File: config.mk
export PLATFORM = sky130hd
export DESIGN_NAME = ubrtf_ctrl
export DESIGN_NICKNAME = d
export VERILOG_FILES = /design/src/design/ubrtf_pkg.sv /design/src/design/ubrtf_ctrl.sv
export SDC_FILE = /design/constraint.sdc
export NUM_CORES = 1
export LEC_CHECK = 0
export BUFFER_PORTS_ARGS = -buffer_cell sky130_fd_sc_hd__buf_2
export CAP_MARGIN = 20
export CORE_AREA = 8 8 45 47
export DETAILED_ROUTE_END_ITERATION = 12
export DIE_AREA = 0 0 53 55
export GPL_TIMING_DRIVEN = 1
export PLACE_DENSITY = 0.32
export SYNTH_ARGS = -nofsm -noshare
export SYNTH_HDL_FRONTEND = slang
export SYNTH_SLANG_ARGS = --single-unit
File: constraint.sdc
create_clock -name clk -period 1.1 [get_ports clk]
set_clock_uncertainty 0.1 [all_clocks]
set_input_delay 0.22 -clock clk [delete_from_list [all_inputs] [get_ports clk]]
set_output_delay 0.22 -clock clk [all_outputs]
set_load 0.03 [all_outputs]
File: src/design/ubrtf_pkg.sv
package ubrtf_pkg;

  // ring sizes
  localparam int RX_DEPTH = 64;
  localparam int TX_DEPTH = 64;
  localparam int RX_AW    = (RX_DEPTH > 1) ? $clog2(RX_DEPTH) : 1;
  localparam int TX_AW    = (TX_DEPTH > 1) ? $clog2(TX_DEPTH) : 1;
  localparam int RX_CW    = $clog2(RX_DEPTH + 1);
  localparam int TX_CW    = $clog2(TX_DEPTH + 1);

  // payload widths
  localparam int FUNC_W = 3;
  localparam int DATA_W = 8;
  localparam int STAT_W = 3;
  localparam int FILL_W = 7;

  // function codes
  localparam logic [FUNC_W-1:0] FN_RX_BYTE  = 3'd0;
  localparam logic [FUNC_W-1:0] FN_HOST_RD  = 3'd1;
  localparam logic [FUNC_W-1:0] FN_HOST_WR  = 3'd2;
  localparam logic [FUNC_W-1:0] FN_LINE_RDY = 3'd3;
  localparam logic [FUNC_W-1:0] FN_FLUSH_RX = 3'd4;
  localparam logic [FUNC_W-1:0] FN_FLUSH_TX = 3'd5;

  // config register indexes
  localparam int CFG_IDX_W = 1;
  localparam logic [CFG_IDX_W-1:0] CFG_RX_ENABLE = 1'd0;
  localparam logic [CFG_IDX_W-1:0] CFG_TX_ENABLE = 1'd1;

  // special characters
  localparam logic [DATA_W-1:0] CHAR_CR = 8'd13;
  localparam logic [DATA_W-1:0] CHAR_LF = 8'd10;

  // controller to datapath commands
  typedef struct packed {
    logic latch;  // capture the input beat
    logic exec;   // update rings, issue memory read, capture flags
    logic load;   // capture read data into the output register
  } ubrtf_cmd_t;

  // result flags and fills
  typedef struct packed {
    logic              read_valid;
    logic              send_valid;
    logic              byte_received;
    logic              newline_seen;
    logic              line_error;
    logic              rx_almost_full;
    logic              rx_overrun;
    logic              tx_complete;
    logic              tx_request;
    logic [FILL_W-1:0] rx_fill;
    logic [FILL_W-1:0] tx_fill;
  } ubrtf_res_t;

endpackage

File: src/design/ubrtf_ctrl.sv
module ubrtf_ctrl
  import ubrtf_pkg::*;
(
  input  logic       clk,
  input  logic       rst_n,
  input  logic       in_valid,
  output logic       in_ready,
  output logic       out_valid,
  input  logic       out_ready,
  output ubrtf_cmd_t cmd
);

  localparam logic [1:0] ST_IDLE = 2'd0;
  localparam logic [1:0] ST_EXEC = 2'd1;
  localparam logic [1:0] ST_LOAD = 2'd2;
  localparam logic [1:0] ST_SEND = 2'd3;

  logic [1:0] state_r, state_nxt;

  // next state
  always_comb begin
    state_nxt = state_r;
    unique case (state_r)
      ST_IDLE: if (in_valid) state_nxt = ST_EXEC;
      ST_EXEC: state_nxt = ST_LOAD;
      ST_LOAD: state_nxt = ST_SEND;
      ST_SEND: if (out_ready) state_nxt = ST_IDLE;
      default: state_nxt = ST_IDLE;
    endcase
  end

  always_ff @(posedge clk) begin
    if (!rst_n) begin
      state_r <= ST_IDLE;
    end else begin
      state_r <= state_nxt;
    end
  end

  // handshake and commands
  assign in_ready  = (state_r == ST_IDLE);
  assign out_valid = (state_r == ST_SEND);
  assign cmd.latch = in_ready && in_valid;
  assign cmd.exec  = (state_r == ST_EXEC);
  assign cmd.load  = (state_r == ST_LOAD);

endmodule

# == Yosys cells after proc, flatten, opt, wreduce, memory -nomap -nowiden ==
# Index checks and enable logic that the tools add are counted.
# W data, S select, Z words.
# word_totals
ff_bits,2
wordCells,12
output_inout_bits,5
input_bits,4
# op_classes
eq_ne,5
mux,3
reduce_logical,3
# op_table
cell,n
$pmux W2 S4,1
$eq A2 B2 Y1 const B,2
$mux W2,2
$eq A2 B1 Y1 const B,1
$logic_not A2 Y1,1
$ne A2 B1 Y1 const B,1
$ne A2 B2 Y1 const B,1
$reduce_and A2 Y1,1
$logic_and A1 B1 Y1,1

# == Depth between registers and ports, before layout ==
# Gate-level depths: netlist of run 1.
# depth
word_depth,3
ltp_mapped,4
mapped_depth_nobuf,4

# == Least setup slack after synthesis of run 1 ==
# Ideal clock, no wire load.
# synth_timing
kind,register to output
from,register state_r[0]
to,output cmd[2] (netlist name)
slack_ns,-0.350
path_stages_with_launch,4
required_ns,0.780
arrival_time_ns,1.130
path_buffers,0
path_cell_list,dfxtp_1 -> inv_1 -> ha_1 -> and2_1
# synth_lines
element,line_no,text
from (decl),ubrtf_ctrl.sv:18,"logic [1:0] state_r, state_nxt;"
from (signal assigned),ubrtf_ctrl.sv:36,state_r <= state_nxt;
to (decl),ubrtf_ctrl.sv:10,output ubrtf_cmd_t cmd

==> impl_metrics.env, run 1 <==
export IMPL_drive_gt1_share_pct=80.6
export IMPL_crit_required_ps=780
export IMPL_critical_path_class="register to output pin"
export IMPL_clock_path_buffers=2
export IMPL_path_max_fanout=3
export IMPL_slew_violations=0
export IMPL_synth_commonest_cells="ha_1, inv_1, dfxtp_1, nand2_1"
export IMPL_wire_per_inst_um=9.57
export IMPL_total_power_mw=0.909
export IMPL_clk_latency_ps=220
export IMPL_status="finished with violations"
export IMPL_largest_reg_flops=2
export IMPL_cts_sinks=2
export IMPL_initial_core_util_pct=11.8
export IMPL_p_leak_nw=0.150
export IMPL_rsz0062_at_grt="true"
export IMPL_max_freq_mhz=741
export IMPL_synth_flop_cell="dfxtp_1"
export IMPL_gr_total_overflow=0
export IMPL_antenna_found_initial=0
export IMPL_synth_area_um2=164
export IMPL_yosysTopAreaCell="ha_1"
export IMPL_swShare_pct=42.3
export IMPL_clk_pin_slew_worst_paths_ps=30
export IMPL_hold_path_class="primary input to register"
export IMPL_finalSetupViolations=7
export IMPL_nets=41
export IMPL_place_ws_ps=-117
export IMPL_die_y_um=55
export IMPL_antennaDiodeCount=0
export IMPL_critical_path_slowest_cell="dfxtp_4"
export IMPL_holdWs_ps=167
export IMPL_rows=14
export IMPL_irDropWorstVdd_v=0.000622
export IMPL_synth_cell_type_count=10
export IMPL_grt_pass1_vias=166
export IMPL_dr_pass1_iters=2
export IMPL_p_clk_share_pct=17.6
export IMPL_cp_end_kind="output pin"
export IMPL_async_flop_share_pct=0
export IMPL_cellInternalPower_mw=0.525
export IMPL_hold_violations=0
export IMPL_areaGrowthSynthToFinish_pct=115
export IMPL_synth_top_area_share_pct=30.5
export IMPL_final_util_pct=25.5
export IMPL_via_count=153
export IMPL_grt_use_total_pct=3.71
export IMPL_final_min_clock_period_ps=1350
export IMPL_root_buffer="clkbuf_4"
export IMPL_grt_pass1_wl_um=696
export IMPL_synth_edff_count=0
export IMPL_path_cells="inv_4 -> ha_4 -> and2_4 -> buf_6"
export IMPL_max_slew_worst_pin_slew_ps=160
export IMPL_period_share_pct=123
export IMPL_top_register="state_r"
export IMPL_drt_total_wl_um=450
export IMPL_start_kind="register"
export IMPL_route_detailed_drc=0
export IMPL_cts_tree="built"
export IMPL_ios=9
export IMPL_design_die_area_mm2=0.00292
export IMPL_ys_ff_latch=2
export IMPL_viasPerCell=3.26
export IMPL_port_buffers=8
export IMPL_cts_buffers=3
export IMPL_synth_area_per_cell_um2=9.64
export IMPL_htree_levels=1
export IMPL_switchingPower_mw=0.385
export IMPL_yosysWarningCount=0
export IMPL_worst_slack_ps=-250
export IMPL_gp_congestion=0.695
export IMPL_reg_top3="state_r x2"
export IMPL_fp_dieW_um=53
export IMPL_syn_inst=17
export IMPL_grt_max_degree=4
export IMPL_seqPwrFrac_pct=16.4
export IMPL_syn_nets=25
export IMPL_postCtsHoldBufs=0
export IMPL_drt_antenna_violating_nets=0
export IMPL_crit_path_max_incr_delay_ps=350
export IMPL_power_density_mw_per_mm2=2580
export IMPL_synth_seq_area_share_pct=24.4
export IMPL_synth_most_common_cell="ha_1"
export IMPL_initialDrtViolationCount=1
export IMPL_coreArea_mm2=0.00138
export IMPL_violations="setup timing"
export IMPL_hpwl_um=343
export IMPL_cp_arrival_ps=1030
export IMPL_share_comb_of_total_power_pct=65.9
export IMPL_yosys_top_cells_area="ha_1, dfxtp_1, nor2b_4"
export IMPL_maxCapViolCount=0
export IMPL_slew_limit_headroom_pct=89.4
path summary, 6_finish.rpt:
| path | startpoint | depth (start not counted) | slack, ps | end |
|---|---|---|---|---|
| worst max-delay path | state_r[0]$_SDFFE_PN0P_ | 4 | -250 | cmd[2] |
| worst min-delay path | rst_n | 3 | 170 | state_r[1]$_SDFFE_PN0P_ |
| worst max register to register | state_r[0]$_SDFFE_PN0P_ | 5 | -200 | state_r[0]$_SDFFE_PN0P_ |
| worst min register to register | state_r[0]$_SDFFE_PN0P_ | 1 | 400 | state_r[0]$_SDFFE_PN0P_ |
worst max-delay path, delay by kind of cell (launching register included):
family / cells / cell delay (ps)
adders and majority gates: 1 / 150
buffers and inverters: 2 / 170
DFF: 1 / 350
and+or+nand+nor: 1 / 130
what timing repair did:
item,4_1_cts,5_1_grt
pin swaps,2,1
gates resized for setup,10,1
endpoints found under the hold margin,0,0
endpoints found under the setup margin,7,7
gates cloned,0,0
setup buffers,3,0
per-stage QoR:
step | setup TNS (ps) | instance area [um^2] | cells
global route | -1700 | 353 | 47
floorplan | -200 | 214 | 17
detailed placement | -261 | 274 | 41
finish | -1450 | 353 | 47
global placement | -263 | 274 | 41
CTS | -1550 | 350 | 47
area by class of cell:
type                    count  area, um^2
fillers                   155        1030
multi-input cells          12         155
repair buffers             11        91.3
flip-flops and latches      2        47.5
clock buffers               3        22.5
well taps                  16        20.0
inverters                   3        16.3
cell usage in the layout (no fill, tap or decap):
| cell type | count |
|---|---|
| clkbuf_4 | 3 |
| dfxtp_4 | 2 |
| buf_6 | 5 |
| ha_4 | 3 |
| and2_4 | 1 |
| nand2_1 | 2 |
| buf_4 | 2 |
| a21oi_2 | 1 |
| ha_2 | 1 |
| nor2b_4 | 1 |
| mux2i_1 | 1 |
| o31a_1 | 1 |
| buf_2 | 4 |
| inv_4 | 2 |
| o21a_1 | 1 |
| inv_1 | 1 |
cell families (layout without fill, tap and decap cells):
kind of cell	count (synthesis)	after routing	synth area share (%)
flip-flops	2	2	24.4
AO/OA/AOI/OAI	3	3	15.3
multiplexers	1	1	6.11
AND/OR/NAND/NOR	4	4	16.8
buffers and inverters	3	17	6.87
adder cells (fa/ha/maj)	4	4	30.5
metal layers:
metal | share of wire [%] | vias up | routed length [um] | track usage [%]
met5 | 0 | - | 0 | 0
met4 | 0 | 0 | 0 | 5.17
met3 | 13 | 0 | 59 | 3.21
met2 | 50 | 5 | 227 | 4.88
met1 | 36 | 65 | 163 | 2.87
li1 | - | 83 | - | -
power by group through the flow:
stage	logic (mW)	registers [mW]	clock network (mW)
5_1_grt	0.660	0.153	0.179
2_1_floorplan	0.382	0.164	0
3_5_place_dp	0.439	0.175	0
3_3_place_gp	0.438	0.176	0
4_1_cts	0.605	0.144	0.173
6_report	0.599	0.149	0.160
Note: power is estimated with default switching activity, not from simulation.
==> inputs of run 2 (changes only) <==
CORE_AREA = 3 3 40 42   (was 8 8 45 47)
DIE_AREA = 0 0 43 45   (was 0 0 53 55)
RECOVER_POWER = 25   (was default)
==> impl_metrics.env, run 2 (synthesis gave the netlist of run 1 again) <==
export IMPL_clk_latency_ps=220
export IMPL_violations="setup timing"
export IMPL_path_cells="inv_4 -> ha_4 -> and2_4 -> buf_6"
export IMPL_hold_path_class="primary input to register"
export IMPL_rsz0062_at_grt="true"
export IMPL_grt_pass1_wl_um=676
export IMPL_r2r_start="state_r[0]$_SDFFE_PN0P_"
export IMPL_met3_length_um=36
export IMPL_critPathLaunch="state_r[0]$_SDFFE_PN0P_"
export IMPL_p_clk_share_pct=17.6
export IMPL_route_detailed_drc=0
export IMPL_cp_end_kind="output pin"
export IMPL_reg_top3="state_r x2"
export IMPL_max_slew_worst_pin_slew_ps=117
export IMPL_clock_path_buffers=2
export IMPL_place_ws_ps=-112
export IMPL_design_die_area_mm2=0.00194
export IMPL_port_buffers=8
export IMPL_antennaDiodeCount=0
export IMPL_hp_start="rst_n"
export IMPL_irDropWorstVdd_v=0.000898
export IMPL_final_min_clock_period_ps=1350
export IMPL_worst_slack_ps=-252
export IMPL_dr_pass1_iters=2
export IMPL_rows=13
export IMPL_top_register="state_r"
export IMPL_final_cell_mix="buf_6, buf_2, ha_4, clkbuf_4"
export IMPL_switchingPower_mw=0.379
export IMPL_setup_tns_ps=-1350
export IMPL_finalSetupViolations=7
export IMPL_grt_pass1_vias=166
export IMPL_nets=41
export IMPL_coreArea_mm2=0.00128
export IMPL_areaGrowthSynthToFinish_pct=116
export IMPL_max_freq_mhz=740
export IMPL_met2_length_um=168
export IMPL_largest_reg_flops=2
export IMPL_crit_required_ps=780
export IMPL_gp_congestion=0.642
export IMPL_viasPerCell=3.57
export IMPL_root_buffer="clkbuf_4"
export IMPL_routed_top_layer="met3"
export IMPL_drt_antenna_violating_nets=0
export IMPL_cts_tree="built"
export IMPL_htree_levels=1
export IMPL_via_count=164
export IMPL_critical_path_class="register to output pin"
export IMPL_initialDrtViolationCount=4
export IMPL_fillCellCount=141
export IMPL_period_share_pct=123
export IMPL_power_density_mw_per_mm2=2550
export IMPL_path_max_fanout=4
export IMPL_antenna_found_initial=0
export IMPL_status="finished with violations"
export IMPL_seqPwrFrac_pct=16.1
export IMPL_cpLargestDelayFamily="flip-flops"
export IMPL_cts_sinks=2
export IMPL_wire_per_inst_um=8.48
export IMPL_critPathBufInv=2
export IMPL_slew_violations=0
export IMPL_die_y_um=45
export IMPL_initial_core_util_pct=12.8
export IMPL_clk_pin_slew_worst_paths_ps=30
export IMPL_fp_dieW_um=43
export IMPL_total_power_mw=0.904
export IMPL_critical_path_slowest_cell="dfxtp_4"
export IMPL_swShare_pct=41.9
export IMPL_grt_use_total_pct=4.99
export IMPL_grt_max_degree=5
export IMPL_crit_path_max_incr_delay_ps=360
export IMPL_cts_buffers=3
export IMPL_start_kind="register"
export IMPL_gr_total_overflow=0
export IMPL_maxCapViolCount=0
export IMPL_wl_met1_um=184
export IMPL_slew_limit_headroom_pct=92.0
export IMPL_ios=9
export IMPL_cp_arrival_ps=1030
export IMPL_cellInternalPower_mw=0.525
export IMPL_hold_violations=0
export IMPL_layout_commonest_cell="buf_6"
export IMPL_share_comb_of_total_power_pct=66.2
export IMPL_drt_total_wl_um=390
export IMPL_drive_gt1_share_pct=77.4
export IMPL_p_leak_nw=0.152
export IMPL_hpwl_um=316
-- run 2: per-layer routing --
layer	global-route usage, %	vias to the layer above
li1	-	83
met1	5.04	73
met2	7.19	8
met3	3.59	0
met4	3.61	0
met5	0	-
-- run 2: layout make-up --
class | count | area [um^2] | share of cell area [%]
sequential | 2 | 47.5 | 13.4
inverter | 3 | 13.8 | 3.89
timing repair buffer | 11 | 91.3 | 25.8
clock buffer | 3 | 22.5 | 6.36
multi-input combinational | 12 | 160 | 45.2
tap | 15 | 18.8 | 5.30
-- run 2: tightest hold or removal path, stage by stage --
cell	delay, ps
buf_2	120
nand2_1	60
mux2i_1	60
-- run 2: what timing repair did --
action / in CTS / in global routing
hold buffers: 0 / 0
pin swaps: 2 / 1
setup buffers: 3 / 0
gates resized for setup: 9 / 1
setup endpoints to repair: 7 / 7
-- run 2: worst paths after layout --
check,to,slack [ps],cells past startpoint
worst max-delay path,cmd[2],-250,4
worst max register to register,state_r[0]$_SDFFE_PN0P_,-220,5
worst min register to register,state_r[0]$_SDFFE_PN0P_,420,1
worst min-delay path,state_r[1]$_SDFFE_PN0P_,180,3
-- run 2: per-stage QoR --
| step | hold WS, ps | utilization [%] | std cells | cell area, um^2 |
|---|---|---|---|---|
| floorplan | 255 | - | 17 | 214 |
| CTS | 170 | 27.0 | 46 | 347 |
| detailed placement | 410 | 21.2 | 40 | 273 |
| global route | 185 | 27.6 | 46 | 354 |
| global placement | 415 | 21.2 | 40 | 273 |
| finish | 177 | 27.6 | 46 | 354 |
-- run 2: power groups by stage --
stage / clock network, mW / logic (mW) / registers [mW]
after floorplan: 0 / 0.382 / 0.164
after global placement: 0 / 0.440 / 0.171
after detailed placement: 0 / 0.437 / 0.171
after CTS: 0.173 / 0.593 / 0.146
after global routing: 0.183 / 0.646 / 0.148
final: 0.159 / 0.599 / 0.146
