File: src/design/ubrtf_pkg.sv
package ubrtf_pkg;

  // ring sizes
  localparam int RX_DEPTH = 64;
  localparam int TX_DEPTH = 64;
  localparam int RX_AW    = (RX_DEPTH > 1) ? $clog2(RX_DEPTH) : 1;
  localparam int TX_AW    = (TX_DEPTH > 1) ? $clog2(TX_DEPTH) : 1;
  localparam int RX_CW    = $clog2(RX_DEPTH + 1);
  localparam int TX_CW    = $clog2(TX_DEPTH + 1);

  // payload widths
  localparam int FUNC_W = 3;
  localparam int DATA_W = 8;
  localparam int STAT_W = 3;
  localparam int FILL_W = 7;

  // function codes
  localparam logic [FUNC_W-1:0] FN_RX_BYTE  = 3'd0;
  localparam logic [FUNC_W-1:0] FN_HOST_RD  = 3'd1;
  localparam logic [FUNC_W-1:0] FN_HOST_WR  = 3'd2;
  localparam logic [FUNC_W-1:0] FN_LINE_RDY = 3'd3;
  localparam logic [FUNC_W-1:0] FN_FLUSH_RX = 3'd4;
  localparam logic [FUNC_W-1:0] FN_FLUSH_TX = 3'd5;

  // config register indexes
  localparam int CFG_IDX_W = 1;
  localparam logic [CFG_IDX_W-1:0] CFG_RX_ENABLE = 1'd0;
  localparam logic [CFG_IDX_W-1:0] CFG_TX_ENABLE = 1'd1;

  // special characters
  localparam logic [DATA_W-1:0] CHAR_CR = 8'd13;
  localparam logic [DATA_W-1:0] CHAR_LF = 8'd10;

  // controller to datapath commands
  typedef struct packed {
    logic latch;  // capture the input beat
    logic exec;   // update rings, issue memory read, capture flags
    logic load;   // capture read data into the output register
  } ubrtf_cmd_t;

  // result flags and fills
  typedef struct packed {
    logic              read_valid;
    logic              send_valid;
    logic              byte_received;
    logic              newline_seen;
    logic              line_error;
    logic              rx_almost_full;
    logic              rx_overrun;
    logic              tx_complete;
    logic              tx_request;
    logic [FILL_W-1:0] rx_fill;
    logic [FILL_W-1:0] tx_fill;
  } ubrtf_res_t;

endpackage

File: src/design/ubrtf_ram.sv
module ubrtf_ram #(
  parameter int WIDTH = 8,
  parameter int DEPTH = 64
) (
  input  logic                                       clk,
  input  logic                                       we,
  input  logic [((DEPTH > 1) ? $clog2(DEPTH) : 1)-1:0] waddr,
  input  logic [WIDTH-1:0]                           wdata,
  input  logic [((DEPTH > 1) ? $clog2(DEPTH) : 1)-1:0] raddr,
  output logic [WIDTH-1:0]                           rdata
);

  logic [WIDTH-1:0] mem [DEPTH];

  // one write port, registered read port
  always_ff @(posedge clk) begin
    if (we) begin
      mem[waddr] <= wdata;
    end
    rdata <= mem[raddr];
  end

endmodule

File: src/design/ubrtf_dp.sv
module ubrtf_dp
  import ubrtf_pkg::*;
(
  input  logic                 clk,
  input  logic                 rst_n,
  input  ubrtf_cmd_t           cmd,
  input  logic [FUNC_W-1:0]    func,
  input  logic [DATA_W-1:0]    data_in,
  input  logic [STAT_W-1:0]    line_status,
  input  logic                 cfg_we,
  input  logic [CFG_IDX_W-1:0] cfg_index,
  input  logic                 cfg_wdata,
  output ubrtf_res_t           res,
  output logic [DATA_W-1:0]    data_out
);

  // config
  logic rx_enable_r, tx_enable_r;

  // latched beat
  logic [FUNC_W-1:0] func_r;
  logic [DATA_W-1:0] din_r;
  logic [STAT_W-1:0] stat_r;

  // ring pointers
  logic [RX_AW-1:0] rx_head_r, rx_head_nxt, rx_tail_r, rx_tail_nxt;
  logic [RX_CW-1:0] rx_cnt_r, rx_cnt_nxt;
  logic [TX_AW-1:0] tx_head_r, tx_head_nxt, tx_tail_r, tx_tail_nxt;
  logic [TX_CW-1:0] tx_cnt_r, tx_cnt_nxt;

  // decoded operation
  logic is_rx_byte, is_rd, is_wr, is_rdy, is_flush_rx, is_flush_tx;
  logic rx_push, rx_err, rx_pop, tx_pop, rx_full, tx_full;
  logic [RX_AW-1:0] rx_head_inc, rx_tail_inc;
  logic [TX_AW-1:0] tx_head_inc, tx_tail_inc;
  logic [RX_CW+FILL_W-1:0] rx_fill_ext;
  logic [TX_CW+FILL_W-1:0] tx_fill_ext;

  ubrtf_res_t res_nxt, res_r;
  logic       sel_rx_r, sel_tx_r;
  logic [DATA_W-1:0] rx_rdata, tx_rdata, dout_r;

  // config writes
  always_ff @(posedge clk) begin
    if (!rst_n) begin
      rx_enable_r <= 1'b0;
      tx_enable_r <= 1'b0;
    end else if (cfg_we) begin
      unique case (cfg_index)
        CFG_RX_ENABLE: rx_enable_r <= cfg_wdata;
        CFG_TX_ENABLE: tx_enable_r <= cfg_wdata;
        default: ;
      endcase
    end
  end

  // capture the input beat
  always_ff @(posedge clk) begin
    if (cmd.latch) begin
      func_r <= func;
      din_r  <= data_in;
      stat_r <= line_status;
    end
  end

  // function decode
  always_comb begin
    is_rx_byte  = 1'b0;
    is_rd       = 1'b0;
    is_wr       = 1'b0;
    is_rdy      = 1'b0;
    is_flush_rx = 1'b0;
    is_flush_tx = 1'b0;
    unique case (func_r)
      FN_RX_BYTE:  is_rx_byte  = 1'b1;
      FN_HOST_RD:  is_rd       = 1'b1;
      FN_HOST_WR:  is_wr       = 1'b1;
      FN_LINE_RDY: is_rdy      = 1'b1;
      FN_FLUSH_RX: is_flush_rx = 1'b1;
      FN_FLUSH_TX: is_flush_tx = 1'b1;
      default: ;
    endcase
  end

  assign rx_full = (rx_cnt_r == RX_CW'(RX_DEPTH));
  assign tx_full = (tx_cnt_r == TX_CW'(TX_DEPTH));
  assign rx_push = is_rx_byte && rx_enable_r && (stat_r == '0);
  assign rx_err  = is_rx_byte && rx_enable_r && (stat_r != '0);
  assign rx_pop  = is_rd && (rx_cnt_r != '0);
  assign tx_pop  = is_rdy && tx_enable_r && (tx_cnt_r != '0);

  // wrapping increments
  assign rx_head_inc = (rx_head_r == RX_AW'(RX_DEPTH - 1)) ? '0 : rx_head_r + 1'b1;
  assign rx_tail_inc = (rx_tail_r == RX_AW'(RX_DEPTH - 1)) ? '0 : rx_tail_r + 1'b1;
  assign tx_head_inc = (tx_head_r == TX_AW'(TX_DEPTH - 1)) ? '0 : tx_head_r + 1'b1;
  assign tx_tail_inc = (tx_tail_r == TX_AW'(TX_DEPTH - 1)) ? '0 : tx_tail_r + 1'b1;

  // receive ring update; a push into a full ring drops the oldest byte
  always_comb begin
    rx_head_nxt = rx_head_r;
    rx_tail_nxt = rx_tail_r;
    rx_cnt_nxt  = rx_cnt_r;
    if (is_flush_rx) begin
      rx_head_nxt = '0;
      rx_tail_nxt = '0;
      rx_cnt_nxt  = '0;
    end else if (rx_push) begin
      rx_tail_nxt = rx_tail_inc;
      if (rx_full) begin
        rx_head_nxt = rx_head_inc;
      end else begin
        rx_cnt_nxt = rx_cnt_r + 1'b1;
      end
    end else if (rx_pop) begin
      rx_head_nxt = rx_head_inc;
      rx_cnt_nxt  = rx_cnt_r - 1'b1;
    end
  end

  // transmit ring update
  always_comb begin
    tx_head_nxt = tx_head_r;
    tx_tail_nxt = tx_tail_r;
    tx_cnt_nxt  = tx_cnt_r;
    if (is_flush_tx) begin
      tx_head_nxt = '0;
      tx_tail_nxt = '0;
      tx_cnt_nxt  = '0;
    end else if (is_wr) begin
      tx_tail_nxt = tx_tail_inc;
      if (tx_full) begin
        tx_head_nxt = tx_head_inc;
      end else begin
        tx_cnt_nxt = tx_cnt_r + 1'b1;
      end
    end else if (tx_pop) begin
      tx_head_nxt = tx_head_inc;
      tx_cnt_nxt  = tx_cnt_r - 1'b1;
    end
  end

  always_ff @(posedge clk) begin
    if (!rst_n) begin
      rx_head_r <= '0;
      rx_tail_r <= '0;
      rx_cnt_r  <= '0;
      tx_head_r <= '0;
      tx_tail_r <= '0;
      tx_cnt_r  <= '0;
    end else if (cmd.exec) begin
      rx_head_r <= rx_head_nxt;
      rx_tail_r <= rx_tail_nxt;
      rx_cnt_r  <= rx_cnt_nxt;
      tx_head_r <= tx_head_nxt;
      tx_tail_r <= tx_tail_nxt;
      tx_cnt_r  <= tx_cnt_nxt;
    end
  end

  // byte stores; read address is the head, sampled in the exec cycle
  ubrtf_ram #(.WIDTH(DATA_W), .DEPTH(RX_DEPTH)) u_rx_ram (
    .clk   (clk),
    .we    (cmd.exec && rx_push),
    .waddr (rx_tail_r),
    .wdata (din_r),
    .raddr (rx_head_r),
    .rdata (rx_rdata)
  );

  ubrtf_ram #(.WIDTH(DATA_W), .DEPTH(TX_DEPTH)) u_tx_ram (
    .clk   (clk),
    .we    (cmd.exec && is_wr),
    .waddr (tx_tail_r),
    .wdata (din_r),
    .raddr (tx_head_r),
    .rdata (tx_rdata)
  );

  // fills are reported modulo 128
  assign rx_fill_ext = {{FILL_W{1'b0}}, rx_cnt_nxt};
  assign tx_fill_ext = {{FILL_W{1'b0}}, tx_cnt_nxt};

  // result flags
  always_comb begin
    res_nxt.read_valid     = rx_pop;
    res_nxt.send_valid     = tx_pop;
    res_nxt.byte_received  = rx_push;
    res_nxt.newline_seen   = rx_push && ((din_r == CHAR_CR) || (din_r == CHAR_LF));
    res_nxt.line_error     = rx_err;
    res_nxt.rx_almost_full = rx_push && (rx_cnt_r == RX_CW'(RX_DEPTH - 1));
    res_nxt.rx_overrun     = rx_push && rx_full;
    res_nxt.tx_complete    = tx_pop && (tx_cnt_r == TX_CW'(1));
    res_nxt.tx_request     = tx_enable_r && (tx_cnt_nxt != '0);
    res_nxt.rx_fill        = rx_fill_ext[FILL_W-1:0];
    res_nxt.tx_fill        = tx_fill_ext[FILL_W-1:0];
  end

  always_ff @(posedge clk) begin
    if (cmd.exec) begin
      res_r    <= res_nxt;
      sel_rx_r <= rx_pop;
      sel_tx_r <= tx_pop;
    end
  end

  // output data once the store read returns
  always_ff @(posedge clk) begin
    if (cmd.load) begin
      if (sel_rx_r) begin
        dout_r <= rx_rdata;
      end else if (sel_tx_r) begin
        dout_r <= tx_rdata;
      end else begin
        dout_r <= '0;
      end
    end
  end

  assign res      = res_r;
  assign data_out = dout_r;

endmodule

File: config.mk
export PLATFORM = sky130hd
export DESIGN_NAME = ubrtf_dp
export DESIGN_NICKNAME = d
export VERILOG_FILES = /design/src/design/ubrtf_pkg.sv /design/src/design/ubrtf_ram.sv /design/src/design/ubrtf_dp.sv
export SDC_FILE = /design/constraint.sdc
export NUM_CORES = 1
export LEC_CHECK = 0
export BUFFER_PORTS_ARGS = -buffer_cell sky130_fd_sc_hd__buf_4
export CORE_UTILIZATION = 55
export CTS_CLUSTER_SIZE = 24
export DETAILED_ROUTE_END_ITERATION = 10
export GPL_TIMING_DRIVEN = 0
export PLACE_DENSITY_LB_ADDON = 0.1
export SETUP_SLACK_MARGIN = 0.4
export SYNTH_ARGS = -nofsm -noshare
export SYNTH_HDL_FRONTEND = slang
export SYNTH_SLANG_ARGS = --single-unit
export TNS_END_PERCENT = 30
File: constraint.sdc
create_clock -name clk -period 8.01 [get_ports clk]
set_input_delay 1.2015 -clock clk [delete_from_list [all_inputs] [get_ports clk]]
set_output_delay 1.2015 -clock clk [all_outputs]
set_load 0.01 [all_outputs]
# After elaboration in Yosys (flattened, before gate mapping)

Memory sizes are Yosys's and may differ from the RTL's. A register that Yosys moved wholly into a read port is not among the register bits.
Cells that the tools add are included.
Widths: inputs -> output; s select.

Logic and storage cells: 117
Bits in latches: 0
Input bits: 22
Memories kept: 2
Output and inout port bits: 31
Memory bits (writable): 1024
Bits in read-only memories: 0
Bits in registers: 85

Memory list:

| memory       | words | width | rd ports | clocked after memory_dff | wr ports | RTL line        | text |
|---|---|---|---|---|---|---|---|
| u_rx_ram.mem | 64    | 8     | 1        | 1                        | 1        | ubrtf_ram.sv:13 | `logic [WIDTH-1:0] mem [DEPTH];` |
| u_tx_ram.mem | 64    | 8     | 1        | 1                        | 1        | ubrtf_ram.sv:13 |  |

Bitwise operators: 1
Reductions and logical operators: 30
$lt $le $gt $ge: 0
Mux-type cells: 36
Equal/unequal tests: 17
Div/mod/pow operators: 0
$add $sub $neg: 8
$mul: 0
Shifts and indexed selects: 0

Operators by type and width:

| kind                | count |
|---|---|
| $mux 6              | 16 |
| $mux 7              | 8 |
| $add 6x1->6 const B | 4 |
| $eq 6x6->1 const B  | 4 |
| $reduce_bool 7->1   | 3 |
| $eq 8x4->1 const B  | 2 |
| $mux 8              | 2 |
| $add 7x1->7 const B | 2 |
| $eq 7x7->1 const B  | 2 |
| $sub 7x1->7 const B | 2 |
| $logic_and 1x1->1   | 13 |
| $mux 1              | 10 |
| $reduce_bool 3->1   | 3 |
| $reduce_and 2->1    | 4 |
| $eq 7x1->1 const B  | 1 |
| $eq 7x6->1 const B  | 1 |
| $eq 3x2->1 const B  | 2 |
| $eq 3x3->1 const B  | 2 |
| $logic_not 3->1     | 2 |
| $reduce_and 3->1    | 2 |
| $reduce_bool 2->1   | 2 |
| $eq 3x1->1 const B  | 1 |
| $ne 3x1->1 const B  | 1 |
| $ne 3x2->1 const B  | 1 |
| other kinds (2)     | 2 |

# Longest topological paths before layout

Gate-level depths: netlist of the first run.

Depth after elaboration: 9
Gate-level depth with buffers: 9
Gate-level depth less buffers: 8

# Modules after synthesis

A second synthesis of the first run with hierarchy kept.

Cell total of the unflattened synthesis: 2298
Area, all modules: 44451.4 µm²

By module, submodules not included:

| module    | instances | cells an instance | sequential area each (µm²) | area each (µm²) |
|---|---|---|---|---|
| ubrtf_ram | 2         | 940               | 15534.9                    | 20166.8 |
| ubrtf_dp  | 1         | 418               | 2152.1                     | 4117.7 |

# Worst setup path before layout of the first run

OpenSTA, ideal clock, no wires.

Path kind: input-to-reg
Start point: input cmd[1] (netlist name)
End point: memory u_rx_ram.mem[48][0], enable pin
Library setup time: 370 ps
Slack: 5265 ps
Data arrival time: 2375 ps
Buffers on the path: 1
Cell stages on the path: 5
Required time: 7640 ps
Cells stage by stage: clkbuf_1 > nand2_1 > nor2_1 > nand3_1 > nor2_1

Word-level cells in the longest chain between the ends: 3

RTL lines:

| item                         | RTL line        | text |
|---|---|---|
| start, declared              | ubrtf_dp.sv:6   | `input ubrtf_cmd_t cmd,` |
| $logic_and 1x1->1            | ubrtf_dp.sv:163 | `.we (cmd.exec && rx_push),` |
| $mux 1                       | ubrtf_ram.sv:17 | `if (we) begin` |
| $mux 1 (not written as such) | ubrtf_ram.sv:18 | `mem[waddr] <= wdata;` |
| end, declared                | ubrtf_ram.sv:13 |  |

Every way passes these cells.

# Worst setup path after layout of the first run

Start point: input cmd[1] (netlist name)
End point: memory u_tx_ram.mem[23][2], enable pin

Word-level cells in the longest chain between the ends: 3

RTL lines:

| item                         | RTL line        | text |
|---|---|---|
| $logic_and 1x1->1            | ubrtf_dp.sv:172 | `.we (cmd.exec && is_wr),` |
| $mux 1                       | ubrtf_ram.sv:17 |  |
| $mux 1 (not written as such) | ubrtf_ram.sv:18 |  |
| end, declared                | ubrtf_ram.sv:13 |  |

Every way passes these cells.

==> metrics.cfg, run 1 <==
[clock_tree]
htreeDepth=3
clkTransAtPathRegs_ps=60
ctsHoldBuffers=0
clock-root-buffer=clkbuf_16
cts_setup_buffers=0
cts_buffers=113
cts_tree=yes
cts_buffer_depth=3
numClockSinks=1125
postCtsResizedCells=0
worstSkewPairLatency_ps=680

[final_layout]
nets=2399
area_delta_synth_final_pct=15.0
drive_gt1_frac=0.253
multiInputGateArea_um2=10300
register_area_um2=33200
fillers=5328

[placed_design]
pre_cts_ws_ps=3610
port_buffers=52
gp_congestion=0.909
hpwlAfterDp_um=73600

[worst_setup_path]
worst_path_max_delay_cell=nor2_1
path_class=in -> reg
path_cells=buf_4 > clkbuf_1 > and3_1 > nand3_1 > nor2_1
end_kind=flip-flop
crit_required_ps=8310
cp_num_buf_inv=2
cp.arrival_ps=4050
critical-path-top-delay-family=simple AND/OR/NAND/NOR gates
critPathLaunchType=input pin
cp_slowest_stage_delay_ps=980
worstPathMaxFanout=27

[sta]
fin_crit_sh=0.469
timing.fmax_mhz=266
period_needed_ps=3760
slew_violations=0
tns_ps=0
setup_viol=0
worstMarginPinSlew_ps=1120
whs_ps=520
rsz0062_at_grt=no
skew_ps=17.7
maxSlewHeadroom=0.251
fin_ws_ps=4250
finalHoldViolCount=0

[power]
finalPower_w=0.0125
peakVddDrop_uv=197
p_leak_nw=15.7
p_per_area_nw_per_um2=246

[detailed_routing]
firstDrtPassIters=6
via_per_inst=6.33
vias=22200
drt_iter0_drc=2371
routedWlPerCell_um=30.7
drt-total-wl_um=108000
drc_errors=0
antenna_left=0

[synth]
netlist_instances=2162
syn_area_um2=44100
synth-edff-count=1069
async_reset_ff_frac=0
synth.distinct_cells=65
ys_seq_area_frac=0.753
syn_area_per_cell_um2=20.4
synth_nets=2193
synth_ff_type=edfxtp_1
ys.warnings.count=0
synth-seq-cells=1125

[die]
die_w_um=285
io-pin-count=53
initial_core_util=0.558
die_area_um2=81400
core_area_um2=79100
rows=103
die_y_um=285

[grt]
grt_max_degree=34
antenna_found_initial=3
grt_pass1_wl_um=158000
grt_use_total=0.272
grt_pass1_vias=22700
gr-total-overflow=0

[run_status]
status=finished clean

[flow_run]
drv_cap=0

[hold_path]
hold_class=reg -> reg

[layer usage]
metal | part of all wire | vias to the layer above | global-route usage
met5 | 0.000083 | - | 0
met1 | 0.39 | 11800 | 0.370
met4 | 0.033 | 2 | 0.0916
met3 | 0.067 | 206 | 0.0374
met2 | 0.51 | 959 | 0.457
li1 | - | 9317 | -
[where the power goes]
| part | total [W] | switching, W | internal (W) |
|---|---|---|---|
| sequential | 0.00653 | 0.0000326 | 0.00650 |
| combinational | 0.000499 | 0.000287 | 0.000212 |
| clock | 0.00545 | 0.00220 | 0.00325 |
| total | 0.0125 | 0.00252 | 0.00996 |
[cell families after synthesis]
kind of cell               synth area share
and+or+nand+nor                      0.0432
buffers and inverters                0.0136
muxes                                 0.162
AOI/OAI and AO/OA                    0.0225
DFF                                   0.753
adders and majority gates           0.00255
xor gates and xnor gates            0.00337
[layout make-up]
type | count | share of cell area
buffer | 125 | 0.0110
tap | 1050 | 0.0259
clock buffer | 140 | 0.0596
antenna | 4 | 0.000197
clock inverter | 68 | 0.0163
inverter | 11 | 0.000814
sequential | 1125 | 0.655
multi-input combinational | 901 | 0.203
timing repair buffer | 91 | 0.0281
[cell usage in the layout (no fill, tap or decap), types with 6 or more instances in the layout]
cell       count
buf_16        36
nor2b_1       33
nor3_1        10
nand2b_1      12
clkinv_2      15
and2_1         6
mux4_2       300
xnor2_1        8
clkinv_1      24
bufinv_16     18
buf_1         25
nand3_1       24
buf_4         59
edfxtp_1    1069
nand2_1       55
a211oi_1      27
a22oi_1       22
a21oi_1       45
or3_1         11
inv_1         10
nand4_1       10
a22o_1         8
o21ai_0       10
clkbuf_16    116
xor2_1         9
clkbuf_1      74
ha_1           9
nand3b_1      12
buf_2         38
nor2_1       180
and3_1         8
mux2i_1       34
dfxtp_1       56
or2_1          6
[path summary, 6_finish.rpt]
| kind | to | slack, ps | depth (start not counted) | startpoint |
|---|---|---|---|---|
| max | u_tx_ram.mem[23][2] | 4250 | 5 | cmd[1] |
| min | data_out[3] | 520 | 1 | u_tx_ram.rdata[3] |
| max reg2reg | u_tx_ram.rdata[6] | 4320 | 7 | tx_head_r[1] |
| min reg2reg | data_out[3] | 520 | 1 | u_tx_ram.rdata[3] |
[sequential cells by signal (all words and copies together), names as in the netlist, 7 cells and up]
| name | flops |
|---|---|
| data_out | 8 |
| din_r | 8 |
| tx_cnt_r | 7 |
| u_tx_ram.rdata | 8 |
| u_rx_ram.rdata | 8 |
| rx_cnt_r | 7 |
| res | 21 |
| u_rx_ram.mem | 512 |
| u_tx_ram.mem | 512 |
[stage by stage]
| step | cell area, um2 | util | instances |
|---|---|---|---|
| after floorplan | 44100 | - | 2162 |
| after global placement | 45800 | 0.579 | 3264 |
| after detailed placement | 46900 | 0.592 | 3303 |
| after CTS | 50700 | 0.641 | 3511 |
| after global routing | 50700 | 0.641 | 3511 |
| final | 50700 | 0.641 | 3515 |
[cell usage after synthesis, types with 4 or more instances]
| master | count | area (um2) |
|---|---|---|
| mux4_2 | 300 | 6760 |
| mux2_2 | 4 | 45.0 |
| nand2_1 | 55 | 206 |
| or2_2 | 4 | 25.0 |
| edfxtp_1 | 1069 | 32100 |
| nand4_1 | 10 | 62.6 |
| nand3b_1 | 12 | 90.1 |
| nor2b_1 | 33 | 206 |
| buf_2 | 38 | 190 |
| mux2i_1 | 34 | 340 |
| inv_1 | 10 | 37.5 |
| a22o_1 | 8 | 70.1 |
| clkbuf_1 | 53 | 199 |
| nand3_1 | 24 | 120 |
| dfxtp_1 | 56 | 1120 |
| a21oi_1 | 45 | 225 |
| o211ai_1 | 4 | 30.0 |
| xor2_1 | 9 | 78.8 |
| nor2_1 | 180 | 676 |
| a31oi_1 | 5 | 31.3 |
| a22oi_1 | 22 | 165 |
| and3_1 | 8 | 50.1 |
| buf_1 | 25 | 93.8 |
| nand2b_1 | 12 | 75.1 |
| or2_1 | 6 | 37.5 |
| xnor2_1 | 8 | 70.1 |
| buf_4 | 7 | 52.6 |
| or3_1 | 11 | 68.8 |
| a211oi_1 | 27 | 203 |
| nor3_1 | 10 | 50.1 |
| or3b_2 | 4 | 35.0 |
| ha_1 | 9 | 113 |
| and2_1 | 6 | 37.5 |
| o21ai_0 | 10 | 50.1 |
No activity file was read; power rests on OpenSTA's default activity.
==> inputs of run 2 (changes only) <==
clock period = 3.1 ns   (was 8.01 ns; I/O delays follow)
==> run 2 against run 1 <==
  * Worst hold slack worse by 470 ps
  * Global-route usage is 0.63 points higher
  * First-iteration DRC count rose by 11%
  * Clock skew is essentially flat
  * Utilization increased by 3.5 points
  * Largest power group unchanged
==> metrics.cfg, run 2 (synthesis gave the netlist of run 1 again) <==
[clock_tree]
cts_buffers=113  ; unchanged
htreeDepth=3  ; unchanged
numClockSinks=1125  ; unchanged
worstSkewPairLatency_ps=690  ; was 680 ps
cts_buffer_depth=3  ; unchanged
clock-root-buffer=clkbuf_16  ; unchanged
cts_tree=yes  ; unchanged
clkTransAtPathRegs_ps=60  ; about the same

[power]
p_sw_frac=0.203  ; was 0.202
comb_power_share=0.042  ; was 0.040
clockPowerShare=0.436  ; was 0.437
p_per_area_nw_per_um2=604  ; was 246 nW/um2
finalPower_w=0.0323  ; was 0.0125 W
peakVddDrop_uv=510  ; was 197 uV
p_int_w=0.0258  ; was 0.00996 W
p_sw_w=0.00656  ; was 0.00252 W
pwr-share-seq=0.522  ; was 0.523
p_leak_nw=16.5  ; was 15.7 nW

[final_layout]
nets=2475  ; was 2399
diodes=0  ; was 4
fin_cells=3587  ; was 3515
layout_common_cells=edfxtp_1 (1069), mux4_2 (300), nor2_4 (127), clkbuf_16 (116), buf_4 (83)  ; was edfxtp_1 (1069), mux4_2 (300), nor2_1 (180), clkbuf_16 (116), clkbuf_1 (74)
area_delta_synth_final_pct=21.3  ; was 15.0%
drive_gt1_frac=0.352  ; was 0.253
final_common_cell=edfxtp_1  ; unchanged
fillers=4964  ; was 5328
design_area_um2=53500  ; was 50700 um2

[die]
die_w_um=285  ; unchanged
die_y_um=285  ; unchanged
rows=103  ; unchanged
core_area_um2=79100  ; unchanged
die_area_um2=81400  ; unchanged
io-pin-count=53  ; unchanged
initial_core_util=0.558  ; unchanged

[worst_setup_path]
end_kind=flip-flop  ; unchanged
path_class=reg -> reg  ; was in -> reg
regToRegSetupSlack_ps=300  ; was 4320 ps
crit_required_ps=3410  ; was 8310 ps
cp_slowest_stage_delay_ps=600  ; was 980 ps
cp_num_buf_inv=1  ; was 2
worstPathMaxFanout=10  ; was 27
critPathLaunchType=flip-flop  ; was input pin
cp.arrival_ps=3120  ; was 4050 ps
worst_path_max_delay_cell=nand2b_1  ; was nor2_1
critical-path-top-delay-family=simple AND/OR/NAND/NOR gates  ; unchanged
path_cells=clkbuf_1 > nand3_1 > nand2b_1 > nor2_2  ; was buf_4 > clkbuf_1 > and3_1 > nand3_1 > nor2_1

[grt]
grt_pass1_vias=23200  ; was 22700
grt_pass1_wl_um=161000  ; was 158000 um
grt_max_degree=34  ; unchanged
gr-total-overflow=0  ; unchanged
grt_use_total=0.278  ; was 0.272
antenna_found_initial=2  ; was 3

[placed_design]
gp_congestion=0.909  ; unchanged
placed_cells=3303  ; unchanged
pre_cts_ws_ps=-593  ; was 3610 ps
port_buffers=52  ; unchanged
place_area_um2=46900  ; unchanged
hpwlAfterDp_um=73600  ; unchanged

[sta]
slew_violations=0  ; unchanged
tns_ps=0  ; unchanged
worstMarginPinSlew_ps=1090  ; was 1120 ps
timing.fmax_mhz=357
rsz0062_at_grt=yes  ; was no
period_needed_ps=2800
skew_ps=17.7  ; about the same
fin_crit_sh=0.905
fin_ws_ps=295  ; was 4250 ps
maxSlewHeadroom=0.271  ; was 0.251
finalHoldViolCount=0  ; unchanged
setup_viol=0  ; unchanged

[detailed_routing]
drt-total-wl_um=111000  ; was 108000 um
vias=22700  ; was 22200
drc_errors=0  ; unchanged
routedWlPerCell_um=31.0  ; was 30.7 um
via_per_inst=6.32  ; was 6.33
drt_iter0_drc=2622  ; was 2371
firstDrtPassIters=6  ; unchanged
antenna_left=0  ; unchanged

[hold_path]
hold_class=in -> reg  ; was reg -> reg

[flow_run]
drv_cap=0  ; unchanged

[run_status]
status=finished clean  ; unchanged

==> run 2: cell count changes in the layout (fill, tap and decap cells not counted), moves of 14 or more <==
cell | previous run | this run
clkbuf_2 | 0 | 20
clkbuf_1 | 74 | 49
buf_12 | 0 | 57
nor2_1 | 180 | 50
dlygate4sd3_1 | 0 | 14
buf_4 | 59 | 83
nor2_4 | 0 | 127
buf_2 | 38 | 12
buf_6 | 2 | 18
buf_1 | 25 | 9
==> run 2: power by group through the flow <==
stage	registers [W]	logic, W	clock network (W)
3_3_place_gp	0.0175	0.000754	0
5_1_grt	0.0169	0.00143	0.0147
3_5_place_dp	0.0172	0.00129	0
4_1_cts	0.0169	0.00136	0.0142
2_1_floorplan	0.0173	0.000482	0
6_report	0.0169	0.00136	0.0141
==> run 2: layer usage <==
metal | GRT usage | wire [um]
met5 | 0 | 9
met3 | 0.0380 | 6870
met2 | 0.473 | 57500
met1 | 0.377 | 43400
met4 | 0.0869 | 3440
==> run 2: final timing paths <==
kind                                   startpoint  depth (start not counted)                   to
worst max-delay path                 rx_tail_r[2]                          4  u_rx_ram.mem[31][6]
worst min-delay path                    cfg_wdata                          3          rx_enable_r
worst max register to register       rx_tail_r[2]                          4  u_rx_ram.mem[31][6]
worst min register to register  u_tx_ram.rdata[3]                          1          data_out[3]
==> run 2: per-stage QoR <==
step	utilization	hold WS (ps)
floorplan	-	461
global placement	0.579	503
detailed placement	0.592	508
CTS	0.672	9.15
global route	0.676	69.2
finish	0.676	54.1
==> run 2: final cells by class <==
type	count	area [um2]	area share
inverter	11	43.8	0.000818
clock inverter	68	825	0.0154
multi-input combinational	901	11500	0.215
clock buffer	140	3020	0.0565
buffer	125	871	0.0163
sequential	1125	33200	0.621
tap	1050	1310	0.0246
timing repair buffer	167	2730	0.0511
==> run 2: worst register-to-register path, delay by kind of cell, from the launching register on <==
family	cells	cell delay [ps]
and+or+nand+nor	3	1680
DFF	1	360
buffers and inverters	1	390
==> run 2: timing repair <==
action | in CTS | in global routing
setup buffers | 50 | 12
hold buffers | 14 | 0
setup endpoints to repair | 1044 | 977
resized for setup | 431 | 40
hold endpoints to repair | 14 | 0
pin swaps | 51 | 11
==> inputs of run 3 (changes only) <==
RECOVER_POWER = 100   (was unset)
==> run 3 against run 2 <==
  * The run now ends with capacitance limit, slew limit left
  * Highest routed layer unchanged
  * Sequential cell count did not move
  * Total power shrank 0.45%
  * First-iteration DRC count decreased by 5.0%
  * Critical path depth up 4
  * Clock power about the same
  * Global-route usage did not move
  * Register-to-register slack worse by 100 ps
  * Sequential share of layout area is 1.2 points higher
==> metrics.cfg, run 3 (synthesis gave the netlist of run 1 again) <==
[run_status]
status=finished with violations  ; was finished clean
violations=capacitance limit, slew limit

[sta]
fin_ws_ps=193  ; was 295 ps
skew_ps=17.8  ; was 17.7 ps
rsz0062_at_grt=yes  ; unchanged
timing.fmax_mhz=344  ; was 357 MHz
fin_crit_sh=0.938  ; was 0.905
tns_ps=0  ; unchanged
setup_viol=0  ; unchanged
worstMarginPinSlew_ps=1560  ; was 1090 ps
slew_violations=80  ; was 0
period_needed_ps=2910  ; was 2800 ps
finalHoldViolCount=0  ; unchanged
maxSlewHeadroom=-0.0416  ; was 0.271

[final_layout]
design_area_um2=52500  ; was 53500 um2
diodes=0  ; unchanged
drive_gt1_frac=0.320  ; was 0.352
final_common_cell=edfxtp_1  ; unchanged
area_delta_synth_final_pct=19.1  ; was 21.3%
nets=2475  ; unchanged
fillers=5113  ; was 4964
layout_common_cells=edfxtp_1 (1069), mux4_2 (300), clkbuf_16 (116), clkbuf_1 (103), nor2_4 (97)  ; was edfxtp_1 (1069), mux4_2 (300), nor2_4 (127), clkbuf_16 (116), buf_4 (83)
final_util=0.664  ; was 0.676

[worst_setup_path]
rr_worst_depth=8  ; was 4
critPathLaunchType=flip-flop  ; unchanged
endpoint=u_rx_ram.mem[56][0]  ; was u_rx_ram.mem[31][6]
cp.arrival_ps=3300  ; was 3120 ps
regToRegSetupSlack_ps=190  ; was 300 ps
end_kind=flip-flop  ; unchanged
worstPathMaxFanout=10  ; unchanged
worstReg2RegStart=func_r[1]  ; was rx_tail_r[2]
path_class=reg -> reg  ; unchanged
critical_path.startpoint=func_r[1]  ; was rx_tail_r[2]
rr_endpoint=u_rx_ram.mem[56][0]  ; was u_rx_ram.mem[31][6]
crit_required_ps=3500  ; was 3410 ps

[detailed_routing]
routedWlPerCell_um=31.0  ; about the same
firstDrtPassIters=6  ; unchanged
drc_errors=0  ; unchanged
antenna_left=0  ; unchanged
drt-total-wl_um=111000  ; about the same
drt_iter0_drc=2491  ; was 2622
vias=22700  ; about the same
via_per_inst=6.31  ; was 6.32

[placed_design]
hpwlAfterDp_um=73600  ; unchanged
gp_congestion=0.909  ; unchanged
pre_cts_ws_ps=-593  ; unchanged
port_buffers=52  ; unchanged
place_area_um2=46900  ; unchanged

[grt]
gr-total-overflow=0  ; unchanged
grt_max_degree=34  ; unchanged
grt_pass1_wl_um=161000  ; unchanged
antenna_found_initial=3  ; was 2
grt_use_total=0.278  ; unchanged
grt_pass1_vias=23200  ; unchanged

[die]
die_w_um=285  ; unchanged
rows=103  ; unchanged
core_area_um2=79100  ; unchanged
io-pin-count=53  ; unchanged
initial_core_util=0.558  ; unchanged
die_y_um=285  ; unchanged
die_area_um2=81400  ; unchanged

[power]
finalPower_w=0.0322  ; was 0.0323 W
peakVddDrop_uv=510  ; about the same
p_per_area_nw_per_um2=613  ; was 604 nW/um2
p_leak_nw=16.1  ; was 16.5 nW

[clock_tree]
cts_tree=yes  ; unchanged
cts_buffers=113  ; unchanged
worstSkewPairLatency_ps=690  ; about the same
cts_buffer_depth=3  ; unchanged
clkTransAtPathRegs_ps=60  ; about the same
clock-root-buffer=clkbuf_16  ; unchanged
numClockSinks=1125  ; unchanged
htreeDepth=3  ; unchanged

[flow_run]
drv_cap=3  ; was 0

[hold_path]
hold_class=in -> reg  ; unchanged

-- run 3: changes by cell type in the layout (fill, tap and decap cells not counted), sizes merged --
cell | before | now
buf | 225 | 139
clkinvlp | 5 | 6
clkbuf | 193 | 277
inv | 14 | 13
dlymetal6s4s | 0 | 2
-- run 3: where the power goes --
| part | internal [W] | switching (W) | total, W |
|---|---|---|---|
| Clock | 0.00839 | 0.00570 | 0.0141 |
| Sequential | 0.0168 | 0.0000726 | 0.0169 |
| Combinational | 0.000464 | 0.000761 | 0.00123 |
-- run 3: how the worst min path moves through the flow --
stage	start	to	cells after the start
floorplan	rx_head_r[5]	u_rx_ram.rdata[7]	1
global placement	u_rx_ram.rdata[6]	data_out[6]	2
detailed placement	u_rx_ram.rdata[6]	data_out[6]	2
CTS	cfg_wdata	rx_enable_r	3
global route	cfg_wdata	rx_enable_r	3
finish	cfg_wdata	rx_enable_r	3
-- run 3: through the flow --
step                      std cells  hold slack [ps]
after floorplan                2162              461
after global placement         3264              503
after detailed placement       3303              508
after CTS                      3575             9.15
after global routing           3587             69.2
final                          3587             70.7
-- run 3: critical path: stages, from the launching register on --
cell	delay (ps)
edfxtp_1	450
buf_2	230
nor4b_4	310
nand2_1	150
clkinvlp_2	310
nand2_2	200
or2_1	560
nor2_4	240
buf_12	170
-- run 3: routing by layer --
layer	up-vias	global-route usage	routed length, um
li1	9486	-	-
met1	12000	0.377	43100
met2	961	0.473	57500
met3	203	0.0380	7210
met4	2	0.0869	3490
met5	-	0	9
-- run 3: area by class of cell --
cell class,instances,area [um2],area share
flip-flops and latches,1125,33200,0.632
multi-input cells,901,11300,0.214
clock buffers,140,3020,0.0575
repair buffers,167,1990,0.0378
well taps,1050,1310,0.0250
plain buffers,125,860,0.0164
clock inverters,68,825,0.0157
inverters,11,42.5,0.000810
-- run 3: what timing repair did --
action,CTS,global route
endpoints found under the hold margin,14,0
hold buffers,14,0
resized for setup,431,40
setup endpoints to repair,1044,977
pin swaps,51,11
setup buffers,50,12
